<file path="src/hw/rtl/sgb_pkg.sv">
// ---------------------------------------------------------------------------
// sgb_pkg: shared types and constants of the scanline/grain backdrop pixel
// Payload structs, configuration layout, register indexes and the fixed
// pattern constants of the backdrop generator.
// ---------------------------------------------------------------------------
`default_nettype none

package sgb_pkg;

	// Coordinate width and derived widths
	localparam int COORD_BITS = 11;
	localparam int COLOR_BITS = 16;
	localparam int DIV_BITS   = COORD_BITS + 4;       // row*11 + left*3 fits here
	localparam int REM_STAGES = (DIV_BITS + 1) / 2;   // two dividend bits per stage
	localparam int DIV_PAD    = 2 * REM_STAGES;

	// Pattern constants
	localparam int SCAN_PERIOD   = 8;
	localparam int SCAN_OFFSET   = 3;
	localparam int GRAIN_PERIOD  = 17;
	localparam int GRAIN_OFFSET  = 5;
	localparam int GRAIN_ROW_MUL = 11;
	localparam int GRAIN_COL_MUL = 3;
	localparam logic [7:0] SCAN_AMOUNT  = 8'd18;
	localparam logic [7:0] GRAIN_AMOUNT = 8'd30;

	// Reciprocal multiply for the row offset modulo the grain period
	localparam int M17_SHIFT = COORD_BITS + 5;
	localparam int M17_MUL   = (2 ** M17_SHIFT + GRAIN_PERIOD - 1) / GRAIN_PERIOD;
	localparam int M17_PW    = COORD_BITS + M17_SHIFT;

	// Configuration register indexes
	localparam int CFG_IDX_BITS = 3;
	localparam logic [CFG_IDX_BITS-1:0] REG_BG_COLOR     = 3'd0;
	localparam logic [CFG_IDX_BITS-1:0] REG_ACCENT_COLOR = 3'd1;
	localparam logic [CFG_IDX_BITS-1:0] REG_RECT_LEFT    = 3'd2;
	localparam logic [CFG_IDX_BITS-1:0] REG_RECT_TOP     = 3'd3;
	localparam logic [CFG_IDX_BITS-1:0] REG_RECT_WIDTH   = 3'd4;
	localparam logic [CFG_IDX_BITS-1:0] REG_RECT_HEIGHT  = 3'd5;

	typedef struct packed {
		logic [COORD_BITS-1:0] pixel_col;
		logic [COORD_BITS-1:0] pixel_row;
	} sgb_req_t;

	typedef struct packed {
		logic [COLOR_BITS-1:0] pixel_color;
		logic                  in_rect;
	} sgb_rsp_t;

	typedef struct packed {
		logic [COLOR_BITS-1:0] bg_color;
		logic [COLOR_BITS-1:0] accent_color;
		logic [COORD_BITS-1:0] rect_left;
		logic [COORD_BITS-1:0] rect_top;
		logic [COORD_BITS-1:0] rect_width;
		logic [COORD_BITS-1:0] rect_height;
	} sgb_cfg_t;

	localparam sgb_cfg_t CFG_RESET = '{
		bg_color:     16'h1126,
		accent_color: 16'h2A69,
		rect_left:    '0,
		rect_top:     '0,
		rect_width:   COORD_BITS'(240),
		rect_height:  COORD_BITS'(320)
	};

	// Per-pixel flags that ride along with the dividend
	typedef struct packed {
		logic                  in_rect;
		logic                  scan;
		logic                  grain_row;
		logic [COORD_BITS-1:0] col;
	} sgb_side_t;

endpackage

`default_nettype wire

</file>
<file path="src/hw/rtl/sgb_geom.sv">
// ---------------------------------------------------------------------------
// sgb_geom: rectangle test and row classification
// Three stages: bounds, row offset and scanline flag, reciprocal multiply for
// the grain period, then the grain row flag.
// ---------------------------------------------------------------------------
`default_nettype none

module sgb_geom
	import sgb_pkg::*;
(
	input  wire logic                clk,
	input  wire logic                arst_n,
	input  wire logic                adv,
	input  wire logic                req_valid,
	input  wire sgb_req_t            req,
	input  wire sgb_cfg_t            cfg,
	output logic                     geom_valid,
	output sgb_side_t                side,
	output logic [DIV_BITS-1:0]      dividend
);

	logic                    valid_s1, valid_s2, valid_s3;
	logic                    inside_s1, inside_s2;
	logic                    scan_s1, scan_s2;
	logic [COORD_BITS-1:0]   col_s1, col_s2;
	logic [COORD_BITS-1:0]   dy_s1, dy_s2;
	logic [COORD_BITS-1:0]   q17_s2;
	logic [DIV_BITS-1:0]     div_s1, div_s2, div_s3;
	sgb_side_t               side_s3;

	logic [COORD_BITS:0]     col_end, row_end;
	logic                    inside_c;
	logic [COORD_BITS-1:0]   dy_c;
	logic [DIV_BITS-1:0]     div_c;
	logic [M17_PW-1:0]       prod_c;
	logic [COORD_BITS-1:0]   r17_c;

	// Bounds at full precision, row offset and grain dividend
	always_comb begin
		col_end  = (COORD_BITS+1)'(cfg.rect_left) + (COORD_BITS+1)'(cfg.rect_width);
		row_end  = (COORD_BITS+1)'(cfg.rect_top) + (COORD_BITS+1)'(cfg.rect_height);
		inside_c = (cfg.rect_width != '0) && (cfg.rect_height != '0) &&
			(req.pixel_col >= cfg.rect_left) &&
			((COORD_BITS+1)'(req.pixel_col) < col_end) &&
			(req.pixel_row >= cfg.rect_top) &&
			((COORD_BITS+1)'(req.pixel_row) < row_end);
		dy_c     = req.pixel_row - cfg.rect_top;
		div_c    = DIV_BITS'(req.pixel_row) * DIV_BITS'(GRAIN_ROW_MUL) +
			DIV_BITS'(cfg.rect_left) * DIV_BITS'(GRAIN_COL_MUL);
	end

	// Quotient by the grain period through a reciprocal
	assign prod_c = M17_PW'(dy_s1) * M17_PW'(M17_MUL);

	// Remainder by the grain period
	assign r17_c = dy_s2 - COORD_BITS'(q17_s2 * COORD_BITS'(GRAIN_PERIOD));

	// Advance valid bits
	always_ff @(posedge clk or negedge arst_n) begin
		if (!arst_n) begin
			valid_s1 <= 1'b0;
			valid_s2 <= 1'b0;
			valid_s3 <= 1'b0;
		end else if (adv) begin
			valid_s1 <= req_valid;
			valid_s2 <= valid_s1;
			valid_s3 <= valid_s2;
		end
	end

	// Advance payload
	always_ff @(posedge clk) begin
		if (adv) begin
			inside_s1 <= inside_c;
			scan_s1   <= ((dy_c % COORD_BITS'(SCAN_PERIOD)) == COORD_BITS'(SCAN_OFFSET));
			col_s1    <= req.pixel_col;
			dy_s1     <= dy_c;
			div_s1    <= div_c;

			inside_s2 <= inside_s1;
			scan_s2   <= scan_s1;
			col_s2    <= col_s1;
			dy_s2     <= dy_s1;
			q17_s2    <= prod_c[M17_PW-1:M17_SHIFT];
			div_s2    <= div_s1;

			side_s3.in_rect   <= inside_s2;
			side_s3.scan      <= scan_s2;
			side_s3.grain_row <= (r17_c == COORD_BITS'(GRAIN_OFFSET));
			side_s3.col       <= col_s2;
			div_s3            <= div_s2;
		end
	end

	assign geom_valid = valid_s3;
	assign side       = side_s3;
	assign dividend   = div_s3;

endmodule

`default_nettype wire

</file>
<file path="src/hw/rtl/sgb_rem_pipe.sv">
// ---------------------------------------------------------------------------
// sgb_rem_pipe: pipelined remainder by the rectangle width
// Restoring remainder, two dividend bits per stage, most significant first.
// Pixel flags travel alongside in each stage.
// ---------------------------------------------------------------------------
`default_nettype none

module sgb_rem_pipe
	import sgb_pkg::*;
(
	input  wire logic                  clk,
	input  wire logic                  arst_n,
	input  wire logic                  adv,
	input  wire logic                  geom_valid,
	input  wire sgb_side_t             side,
	input  wire logic [DIV_BITS-1:0]   dividend,
	input  wire logic [COORD_BITS-1:0] divisor,
	output logic                       rem_valid,
	output sgb_side_t                  rem_side,
	output logic [COORD_BITS-1:0]      remainder
);

	// One shift-compare-subtract step; the partial remainder stays below a nonzero divisor
	function automatic logic [COORD_BITS-1:0] rem_step(
		input logic [COORD_BITS-1:0] r,
		input logic                  b,
		input logic [COORD_BITS-1:0] d
	);
		logic [COORD_BITS:0] t;
		t = {r, b};
		if (t >= {1'b0, d})
			t = t - {1'b0, d};
		return t[COORD_BITS-1:0];
	endfunction

	logic                  valid_sn [REM_STAGES];
	sgb_side_t             side_sn  [REM_STAGES];
	logic [COORD_BITS-1:0] rem_sn   [REM_STAGES];
	logic [DIV_PAD-1:0]    bits_sn  [REM_STAGES];

	for (genvar k = 0; k < REM_STAGES; k++) begin : g_stage
		logic                  valid_in;
		sgb_side_t             side_in;
		logic [COORD_BITS-1:0] rem_in, rem_mid, rem_nx;
		logic [DIV_PAD-1:0]    bits_in;

		if (k == 0) begin : g_first
			assign valid_in = geom_valid;
			assign side_in  = side;
			assign rem_in   = '0;
			assign bits_in  = DIV_PAD'(dividend);
		end else begin : g_next
			assign valid_in = valid_sn[k-1];
			assign side_in  = side_sn[k-1];
			assign rem_in   = rem_sn[k-1];
			assign bits_in  = bits_sn[k-1];
		end

		// Consume the top two dividend bits
		assign rem_mid = rem_step(rem_in, bits_in[DIV_PAD-1], divisor);
		assign rem_nx  = rem_step(rem_mid, bits_in[DIV_PAD-2], divisor);

		always_ff @(posedge clk or negedge arst_n) begin
			if (!arst_n) begin
				valid_sn[k] <= 1'b0;
			end else if (adv) begin
				valid_sn[k] <= valid_in;
			end
		end

		always_ff @(posedge clk) begin
			if (adv) begin
				side_sn[k] <= side_in;
				rem_sn[k]  <= rem_nx;
				bits_sn[k] <= bits_in << 2;
			end
		end
	end

	assign rem_valid = valid_sn[REM_STAGES-1];
	assign rem_side  = side_sn[REM_STAGES-1];
	assign remainder = rem_sn[REM_STAGES-1];

endmodule

`default_nettype wire

</file>
<file path="src/hw/rtl/sgb_blend.sv">
// ---------------------------------------------------------------------------
// sgb_blend: scanline and grain tint colours
// Blends the background toward the accent per RGB565 channel with rounding.
// Two register stages: weighted sums, then the divide by 255.
// ---------------------------------------------------------------------------
`default_nettype none

module sgb_blend
	import sgb_pkg::*;
(
	input  wire logic                  clk,
	input  wire logic [COLOR_BITS-1:0] bg_color,
	input  wire logic [COLOR_BITS-1:0] accent_color,
	output logic [COLOR_BITS-1:0]      scan_color,
	output logic [COLOR_BITS-1:0]      grain_color
);

	localparam int SUM_BITS = 14;   // 63*255 + 127 fits

	typedef struct packed {
		logic [SUM_BITS-1:0] r;
		logic [SUM_BITS-1:0] g;
		logic [SUM_BITS-1:0] b;
	} mix_sums_t;

	// a*(255-k) + b*k + 127 for one channel
	function automatic logic [SUM_BITS-1:0] mix_sum(
		input logic [5:0] a,
		input logic [5:0] b,
		input logic [7:0] k
	);
		return SUM_BITS'(a) * SUM_BITS'(8'd255 - k) + SUM_BITS'(b) * SUM_BITS'(k) +
			SUM_BITS'(127);
	endfunction

	// Exact floor(x/255) for the sum range
	function automatic logic [5:0] div255(input logic [SUM_BITS-1:0] x);
		logic [SUM_BITS:0] t;
		t = (SUM_BITS+1)'(x) + (SUM_BITS+1)'(1) + (SUM_BITS+1)'(x >> 8);
		return 6'(t >> 8);
	endfunction

	function automatic mix_sums_t mix565(
		input logic [COLOR_BITS-1:0] a,
		input logic [COLOR_BITS-1:0] b,
		input logic [7:0]            k
	);
		mix_sums_t s;
		s.r = mix_sum({1'b0, a[15:11]}, {1'b0, b[15:11]}, k);
		s.g = mix_sum(a[10:5], b[10:5], k);
		s.b = mix_sum({1'b0, a[4:0]}, {1'b0, b[4:0]}, k);
		return s;
	endfunction

	function automatic logic [COLOR_BITS-1:0] pack565(input mix_sums_t s);
		logic [5:0] r, g, b;
		r = div255(s.r);
		g = div255(s.g);
		b = div255(s.b);
		return {r[4:0], g, b[4:0]};
	endfunction

	mix_sums_t               scan_sum_s1, grain_sum_s1;
	logic [COLOR_BITS-1:0]   scan_s2, grain_s2;

	// Colours follow the registers; after a write they settle once the sum and pack registers have taken it
	always_ff @(posedge clk) begin
		scan_sum_s1  <= mix565(bg_color, accent_color, SCAN_AMOUNT);
		grain_sum_s1 <= mix565(bg_color, accent_color, GRAIN_AMOUNT);
		scan_s2      <= pack565(scan_sum_s1);
		grain_s2     <= pack565(grain_sum_s1);
	end

	assign scan_color  = scan_s2;
	assign grain_color = grain_s2;

endmodule

`default_nettype wire

</file>
<file path="src/hw/rtl/scanline_grain_backdrop_pixel.sv">
// Throughput: one item per cycle while no result waits under rsp_stall.
// The remainder-by-width pipeline sets the depth.
// The whole pipeline holds while a finished result waits under rsp_stall.
// Reset: clears all valid bits and loads the register reset values.
// ---------------------------------------------------------------------------
// scanline_grain_backdrop_pixel: retro CRT backdrop pixel generator
// Per-pixel RGB565 colour of a rectangle with scanline and grain tint.
// ---------------------------------------------------------------------------
`default_nettype none

module scanline_grain_backdrop_pixel
	import sgb_pkg::*;
(
	input  wire logic                    clk,
	input  wire logic                    arst_n,
	input  wire logic                    req_valid,
	output logic                         req_stall,
	input  wire sgb_req_t                req,
	output logic                         rsp_valid,
	input  wire logic                    rsp_stall,
	output sgb_rsp_t                     rsp,
	input  wire logic                    cfg_we,
	input  wire logic [CFG_IDX_BITS-1:0] cfg_index,
	input  wire logic [COLOR_BITS-1:0]   cfg_data
);

	sgb_cfg_t                cfg_q;
	logic                    adv;
	logic                    geom_valid;
	sgb_side_t               side;
	logic [DIV_BITS-1:0]     dividend;
	logic                    rem_valid;
	sgb_side_t               rem_side;
	logic [COORD_BITS-1:0]   remainder;
	logic [COLOR_BITS-1:0]   scan_color, grain_color;
	logic [COORD_BITS:0]     dot;
	logic                    dot_hit;
	sgb_rsp_t                rsp_c;
	logic                    rsp_valid_q;
	sgb_rsp_t                rsp_q;

	// Hold everything while the result register is full and stalled
	assign adv       = !rsp_valid_q || !rsp_stall;
	assign req_stall = !adv;

	// Configuration registers
	always_ff @(posedge clk or negedge arst_n) begin
		if (!arst_n) begin
			cfg_q <= CFG_RESET;
		end else if (cfg_we) begin
			case (cfg_index)
				REG_BG_COLOR:     cfg_q.bg_color     <= cfg_data;
				REG_ACCENT_COLOR: cfg_q.accent_color <= cfg_data;
				REG_RECT_LEFT:    cfg_q.rect_left    <= cfg_data[COORD_BITS-1:0];
				REG_RECT_TOP:     cfg_q.rect_top     <= cfg_data[COORD_BITS-1:0];
				REG_RECT_WIDTH:   cfg_q.rect_width   <= cfg_data[COORD_BITS-1:0];
				REG_RECT_HEIGHT:  cfg_q.rect_height  <= cfg_data[COORD_BITS-1:0];
				default: ;
			endcase
		end
	end

	sgb_geom u_geom (
		.clk        (clk),
		.arst_n     (arst_n),
		.adv        (adv),
		.req_valid  (req_valid),
		.req        (req),
		.cfg        (cfg_q),
		.geom_valid (geom_valid),
		.side       (side),
		.dividend   (dividend)
	);

	sgb_rem_pipe u_rem (
		.clk        (clk),
		.arst_n     (arst_n),
		.adv        (adv),
		.geom_valid (geom_valid),
		.side       (side),
		.dividend   (dividend),
		.divisor    (cfg_q.rect_width),
		.rem_valid  (rem_valid),
		.rem_side   (rem_side),
		.remainder  (remainder)
	);

	sgb_blend u_blend (
		.clk          (clk),
		.bg_color     (cfg_q.bg_color),
		.accent_color (cfg_q.accent_color),
		.scan_color   (scan_color),
		.grain_color  (grain_color)
	);

	// Pick the colour; a grain dot wins over a scanline
	always_comb begin
		dot     = (COORD_BITS+1)'(cfg_q.rect_left) + (COORD_BITS+1)'(remainder);
		dot_hit = rem_side.grain_row && ((COORD_BITS+1)'(rem_side.col) == dot);
		rsp_c.in_rect = rem_side.in_rect;
		if (!rem_side.in_rect)
			rsp_c.pixel_color = '0;
		else if (dot_hit)
			rsp_c.pixel_color = grain_color;
		else if (rem_side.scan)
			rsp_c.pixel_color = scan_color;
		else
			rsp_c.pixel_color = cfg_q.bg_color;
	end

	// Result register
	always_ff @(posedge clk or negedge arst_n) begin
		if (!arst_n) begin
			rsp_valid_q <= 1'b0;
		end else if (adv) begin
			rsp_valid_q <= rem_valid;
		end
	end

	always_ff @(posedge clk) begin
		if (adv) begin
			rsp_q <= rsp_c;
		end
	end

	assign rsp_valid = rsp_valid_q;
	assign rsp       = rsp_q;

endmodule

`default_nettype wire

</file>
<file path="config.mk">
export PLATFORM = sky130hd
export DESIGN_NAME = scanline_grain_backdrop_pixel
export DESIGN_NICKNAME = d
export VERILOG_FILES = /design/src/hw/rtl/sgb_pkg.sv /design/src/hw/rtl/sgb_geom.sv /design/src/hw/rtl/sgb_rem_pipe.sv /design/src/hw/rtl/sgb_blend.sv /design/src/hw/rtl/scanline_grain_backdrop_pixel.sv
export SDC_FILE = /design/constraint.sdc
export NUM_CORES = 2
export LEC_CHECK = 0
export BUFFER_PORTS_ARGS = -buffer_cell sky130_fd_sc_hd__buf_2
export CAP_MARGIN = 40
export CORE_MARGIN = 2
export CORE_UTILIZATION = 55
export CTS_BUF_LIST = sky130_fd_sc_hd__clkbuf_4
export DETAILED_ROUTE_END_ITERATION = 7
export GPL_TIMING_DRIVEN = 0
export PLACE_DENSITY = 0.69
export SYNTH_ARGS = -nofsm -noshare
export SYNTH_HDL_FRONTEND = slang
export SYNTH_SLANG_ARGS = --single-unit
</file>
<file path="constraint.sdc">
create_clock -name clk -period 54.9 [get_ports clk]
set_clock_uncertainty 0.1 [all_clocks]
set_input_delay 10.98 -clock clk [delete_from_list [all_inputs] [get_ports clk]]
set_output_delay 10.98 -clock clk [all_outputs]
set_load 0.05 [all_outputs]
</file>
=== Word level (Yosys, flattened, before mapping) ===
Memory sizes are Yosys's and may differ from the RTL's.
Index checks and enable logic that the tools add are counted.

* Register bits: 335
* Bits in latches: 0
* Bits in writable memories: 312
* Memory bits (read-only): 0
* Input bits: 46
* Output and inout bits: 19
* Memories: 3

{| class="wikitable"
|+ Memories
! memory !! depth !! width !! read ports !! clocked after memory_dff !! write ports !! RTL line !! text
|-
| u_rem.bits_sn || 8 || 14 || 7 || 0 || 8 || sgb_rem_pipe.sv:39 || <nowiki>logic [DIV_PAD-1:0] bits_sn [REM_STAGES];</nowiki>
|-
| u_rem.side_sn || 8 || 14 || 8 || 0 || 8 || sgb_rem_pipe.sv:37 || <nowiki>sgb_side_t side_sn [REM_STAGES];</nowiki>
|-
| u_rem.rem_sn || 8 || 11 || 8 || 0 || 8 || sgb_rem_pipe.sv:38 || <nowiki>logic [COORD_BITS-1:0] rem_sn [REM_STAGES];</nowiki>
|}

* $add $sub $neg: 46
* Multiply operators: 16
* Div/mod/pow operators: 0
* Order comparisons: 20
* Equal/unequal tests: 8
* Shift operators: 0
* Multiplexer cells: 20
* Bitwise operators: 0
* Reduce and logical (&&, ||, !) cells: 19

{| class="wikitable"
|+ Operator list
! kind !! count
|-
| subtractor 11 bit || 17
|-
| >= comparator 12 x 11 -> 1 bit || 15
|-
| two-way mux 11 bit || 16
|-
| adder 14 x 7 -> 14 bit (second input constant) || 6
|-
| adder 13 x 10 -> 14 bit || 4
|-
| adder 13 x 1 -> 13 bit (second input constant) || 4
|-
| adder 13 x 6 -> 13 bit || 4
|-
| multiplier 5 x 8 -> 13 bit (second input constant) || 4
|-
| adder 11 x 11 -> 12 bit || 3
|-
| multiplier 5 x 4 -> 9 bit (second input constant) || 4
|-
| two-way mux 16 bit || 2
|-
| adder 14 x 1 -> 14 bit (second input constant) || 2
|-
| adder 14 x 11 -> 14 bit || 2
|-
| adder 14 x 6 -> 14 bit || 2
|-
| multiplier 6 x 8 -> 14 bit (second input constant) || 2
|-
| less-than comparator 11 x 12 -> 1 bit || 2
|-
| >= comparator 11 bit || 2
|-
| nonzero test 11 bit || 2
|-
| multiplier 6 x 4 -> 10 bit (second input constant) || 2
|-
| multiplier 11 x 8 -> 19 bit (second input constant) || 1
|-
| adder 15 x 13 -> 15 bit || 1
|-
| multiplier 11 x 4 -> 15 bit (second input constant) || 1
|-
| multiplier 11 x 2 -> 13 bit (second input constant) || 1
|-
| == test 11 x 12 -> 1 bit || 1
|-
| 13 further kinds || 29
|}

=== Longest topological paths before layout ===
* Depth after elaboration: 6
* Gate-level depth with buffers: 21
* Gate-level depth less buffers: 21

=== Hierarchy ===
Synthesis repeated with hierarchy kept, for this count alone.

* Cell total of the unflattened synthesis: 3776
* Area, all modules: 42575.8 um^2

{| class="wikitable"
|+ Modules (own cells, without submodules)
! module !! instances !! cells an instance !! area an instance (um^2) !! seq. area each (um^2)
|-
| sgb_rem_pipe || 1 || 1457 || 16794.9 || 7887.6
|-
| sgb_blend || 1 || 1187 || 12017.8 || 2202.1
|-
| sgb_geom || 1 || 786 || 9141.3 || 3498.4
|-
| scanline_grain_backdrop_pixel || 1 || 346 || 4621.9 || 2459.9
|}

=== Least setup slack after synthesis ===
No wires, ideal clock.

* Path type: input -> output
* Start: input port rsp_stall
* End: output port req_stall
* Arrival time: 25.305 ns
* Required time: 43.820 ns
* Path slack: 18.515 ns
* Stages on the path: 3
* Path buffers: 1
* Cells stage by stage: nand2_1 > buf_1 > inv_1

* Cells in the longest elaborated chain, start to end: 3

{| class="wikitable"
|+ Ends and longest elaborated chain
! element !! RTL line !! text
|-
| start: declaration || scanline_grain_backdrop_pixel.sv:20 || <nowiki>input wire logic rsp_stall,</nowiki>
|-
| logical NOT 1 bit || scanline_grain_backdrop_pixel.sv:43 || <nowiki>assign adv = !rsp_valid_q || !rsp_stall;</nowiki>
|-
| logical OR 1 bit || scanline_grain_backdrop_pixel.sv:43 ||
|-
| logical NOT 1 bit || scanline_grain_backdrop_pixel.sv:44 || <nowiki>assign req_stall = !adv;</nowiki>
|-
| end: declaration || scanline_grain_backdrop_pixel.sv:17 || <nowiki>output logic req_stall,</nowiki>
|}

Every way passes these cells.

=== Worst setup path after layout ===
Ends and elaborated chain as after synthesis.

==> impl_metrics.json <==
{
  "rows": 102,
  "ys_ff_latch": 585,
  "clk_pin_slew_ns": 0.07,
  "hold_path_startpoint": "u_rem.bits_sn[0][23]",
  "synthAdderAreaFrac": 0.270,
  "drc": 0,
  "fin_crit_sh": 0.434,
  "clock_sinks": 585,
  "synth_area_leaders": "edfxtp_1 (27%), ha_1 (18%), fa_1 (9.4%)",
  "dieWidth_um": 283,
  "initial_core_util": 0.554,
  "areaGrowthSynthToFinish_pct": 10.0,
  "synth.distinct_cells": 76,
  "grt_max_degree": 50,
  "synthSimpleGateAreaFrac": 0.103,
  "cts_max_level": 4,
  "reg2reg_from": "cfg_q[12]",
  "slew_headroom": 0.392,
  "synth_area_um2": 42900,
  "yosysTopAreaCell": "edfxtp_1",
  "yosysSeqAreaShare": 0.374,
  "numCtsBuffers": 159,
  "fmax_mhz": 42.0,
  "maxCapViolCount": 0,
  "grt_pass1_vias": 29400,
  "min_period_ns": 23.80,
  "avgSynthCellArea_um2": 10.9,
  "vias": 29800,
  "routed_wl_um": 90700,
  "die_h_um": 283,
  "synth_fp_nets": 4780,
  "post-dp-hpwl_um": 70700,
  "hold_path.class": "reg2reg",
  "critical_path_class": "in2out",
  "cts_root_buffer": "clkbuf_4",
  "synth_top_family_by_area": "adder cells",
  "drive_above_1_share": 0.127,
  "port_buffers": 64,
  "crit_path_max_fanout": 36,
  "cts_resized": 0,
  "endpoint_kind": "output port",
  "cp.arrival_ns": 12.72,
  "postCtsSetupBuffers": 0,
  "hold_buffers": 0,
  "ys.flop_type": "edfxtp_1",
  "gr-total-overflow": 0,
  "gr-usage-all-layers": 0.231,
  "mostFrequentLayoutCell": "ha_1",
  "rsz0062_at_grt": "no",
  "dieArea_um2": 80200,
  "layout_common_cells": "ha_1 (603), inv_1 (428), edfxtp_1 (387)",
  "wl_per_cell_um": 16.9,
  "drt_iter0_drc": 1759,
  "crit_path_start_kind": "primary input",
  "slew_viol_final": 0,
  "synth_mux_area_frac": 0.0508,
  "synth_compound_area_frac": 0.105,
  "grt_pass1_wl_um": 149000,
  "async_reset_ff_frac": 0.150,
  "startpoint": "rsp_stall",
  "core_area_um2": 77300,
  "drtAntennaViolNets": 0,
  "synthCells": 3929,
  "tritoncts": "yes",
  "tns_ns": 0,
  "status": "complete, no violations",
  "cts_buffer_depth": 3,
  "tightest_slew_ns": 0.910,
  "cp.required_ns": 43.82,
  "hold_viol": 0,
  "netlist.area_leader.share": 0.271,
  "final_core_util": 0.610,
  "ys_warn_count": 0,
  "gp_congestion": 0.858,
  "drtPass1Iterations": 5,
  "top_level_ports": 65,
  "antenna_found_initial": 8,
  "setup_viol": 0,
  "synthXorXnorAreaFrac": 0.0543,
  "synth-edff-count": 387,
  "nets": 5031,
  "viasPerCell": 5.56,
  "clkLatencyLatePin_ns": 0.98
}
-- worst max-delay path, cell delays in order --
cell and delay (ns):
buf_2 0.09, nand2_1 0.16, buf_2 0.41, buf_12 0.27
buf_12 0.25, buf_12 0.26, inv_1 0.06, buf_2 0.21
-- path summary, 6_finish.rpt --
check                                             to  slack [ns]  cells after the start
worst max-delay path                       req_stall       31.10                      8
worst min-delay path            u_rem.bits_sn[1][11]        0.28                      0
worst min register to register  u_rem.bits_sn[1][11]        0.28                      0
min in group asynchronous                  cfg_q[45]        9.89                      1
max in group asynchronous                  cfg_q[72]       44.07                      2
worst max register to register   u_rem.rem_sn[0][14]       48.39                     19
-- cell usage after synthesis, types with 15 or more instances --
library cell  number
a21o_1            45
a21boi_0          15
fa_1             202
xor2_1            71
ha_1             603
o31ai_1           21
o21a_1            45
o211ai_1          29
mux2i_1           60
o21bai_1          24
edfxtp_1         387
nor4_1            26
mux2_2           137
a31oi_1           18
inv_1            428
nor2_1           201
dfxtp_1          110
or2_2             16
nand2b_1          45
nand3_1           67
o21ai_0          186
nor2b_1           49
a21oi_1          170
xnor2_1          195
nand2_1          245
a211oi_1          26
or3_1             26
nand4_1           39
dfrtp_1           70
and2_1            22
nor3_1            90
clkbuf_1          34
dfstp_2           18
-- state kept, by name (all words and copies together), names as in the netlist, 16 cells and up --
register              flops
cfg_q                    76
rsp                      17
u_blend.grain_color      16
u_blend.grain_sum_s1     42
u_blend.scan_color       16
u_blend.scan_sum_s1      36
u_rem.bits_sn            56
u_rem.rem_sn             88
u_rem.side_sn           112
-- logic make-up (layout without fill, tap and decap cells) --
| group | after synthesis | after routing |
|---|---|---|
| simple gates | 896 | 896 |
| other cells | 0 | 3 |
| fa+ha+maj | 805 | 805 |
| xor+xnor | 266 | 266 |
| flops | 585 | 585 |
| compound gates | 704 | 704 |
| mux | 199 | 199 |
| buf+inv | 474 | 857 |
-- per-stage QoR --
step / hold slack [ns] / std cells / worst slack (ns) / area [um^2]
floorplan: 0.300 / 3929 / 18.51 / 42900
detailed placement: 0.305 / 5059 / 31.04 / 45000
global placement: 0.300 / 5033 / 17.06 / 44500
finish: 0.278 / 5355 / 31.10 / 47200
global route: 0.294 / 5355 / 30.95 / 47200
CTS: 0.280 / 5352 / 31.05 / 47200
-- final cells by class --
cell class	count	area (um^2)
Multi-Input combinational cell	2870	25000
Tap cell	1040	1300
Sequential cell	585	16000
Clock buffer	240	1800
Antenna cell	3	7.51
Buffer	45	185
Fill cell	6430	30200
Inverter	429	1610
Timing Repair Buffer	90	853
Clock inverter	53	324
-- per-layer routing --
layer  wire length (um)  track usage  vias up  part of all wire
li1                   -            -    14700                 -
met2              42200        0.375      637              0.47
met4               2190       0.0755        0             0.024
met1              41700        0.313    14300              0.46
met3               4550       0.0418      159             0.050
met5                  0            0        -                 0
Power is left out: the tool's default activity adds up to more than one toggle a clock period on the data nets, which glitch-free logic cannot reach.
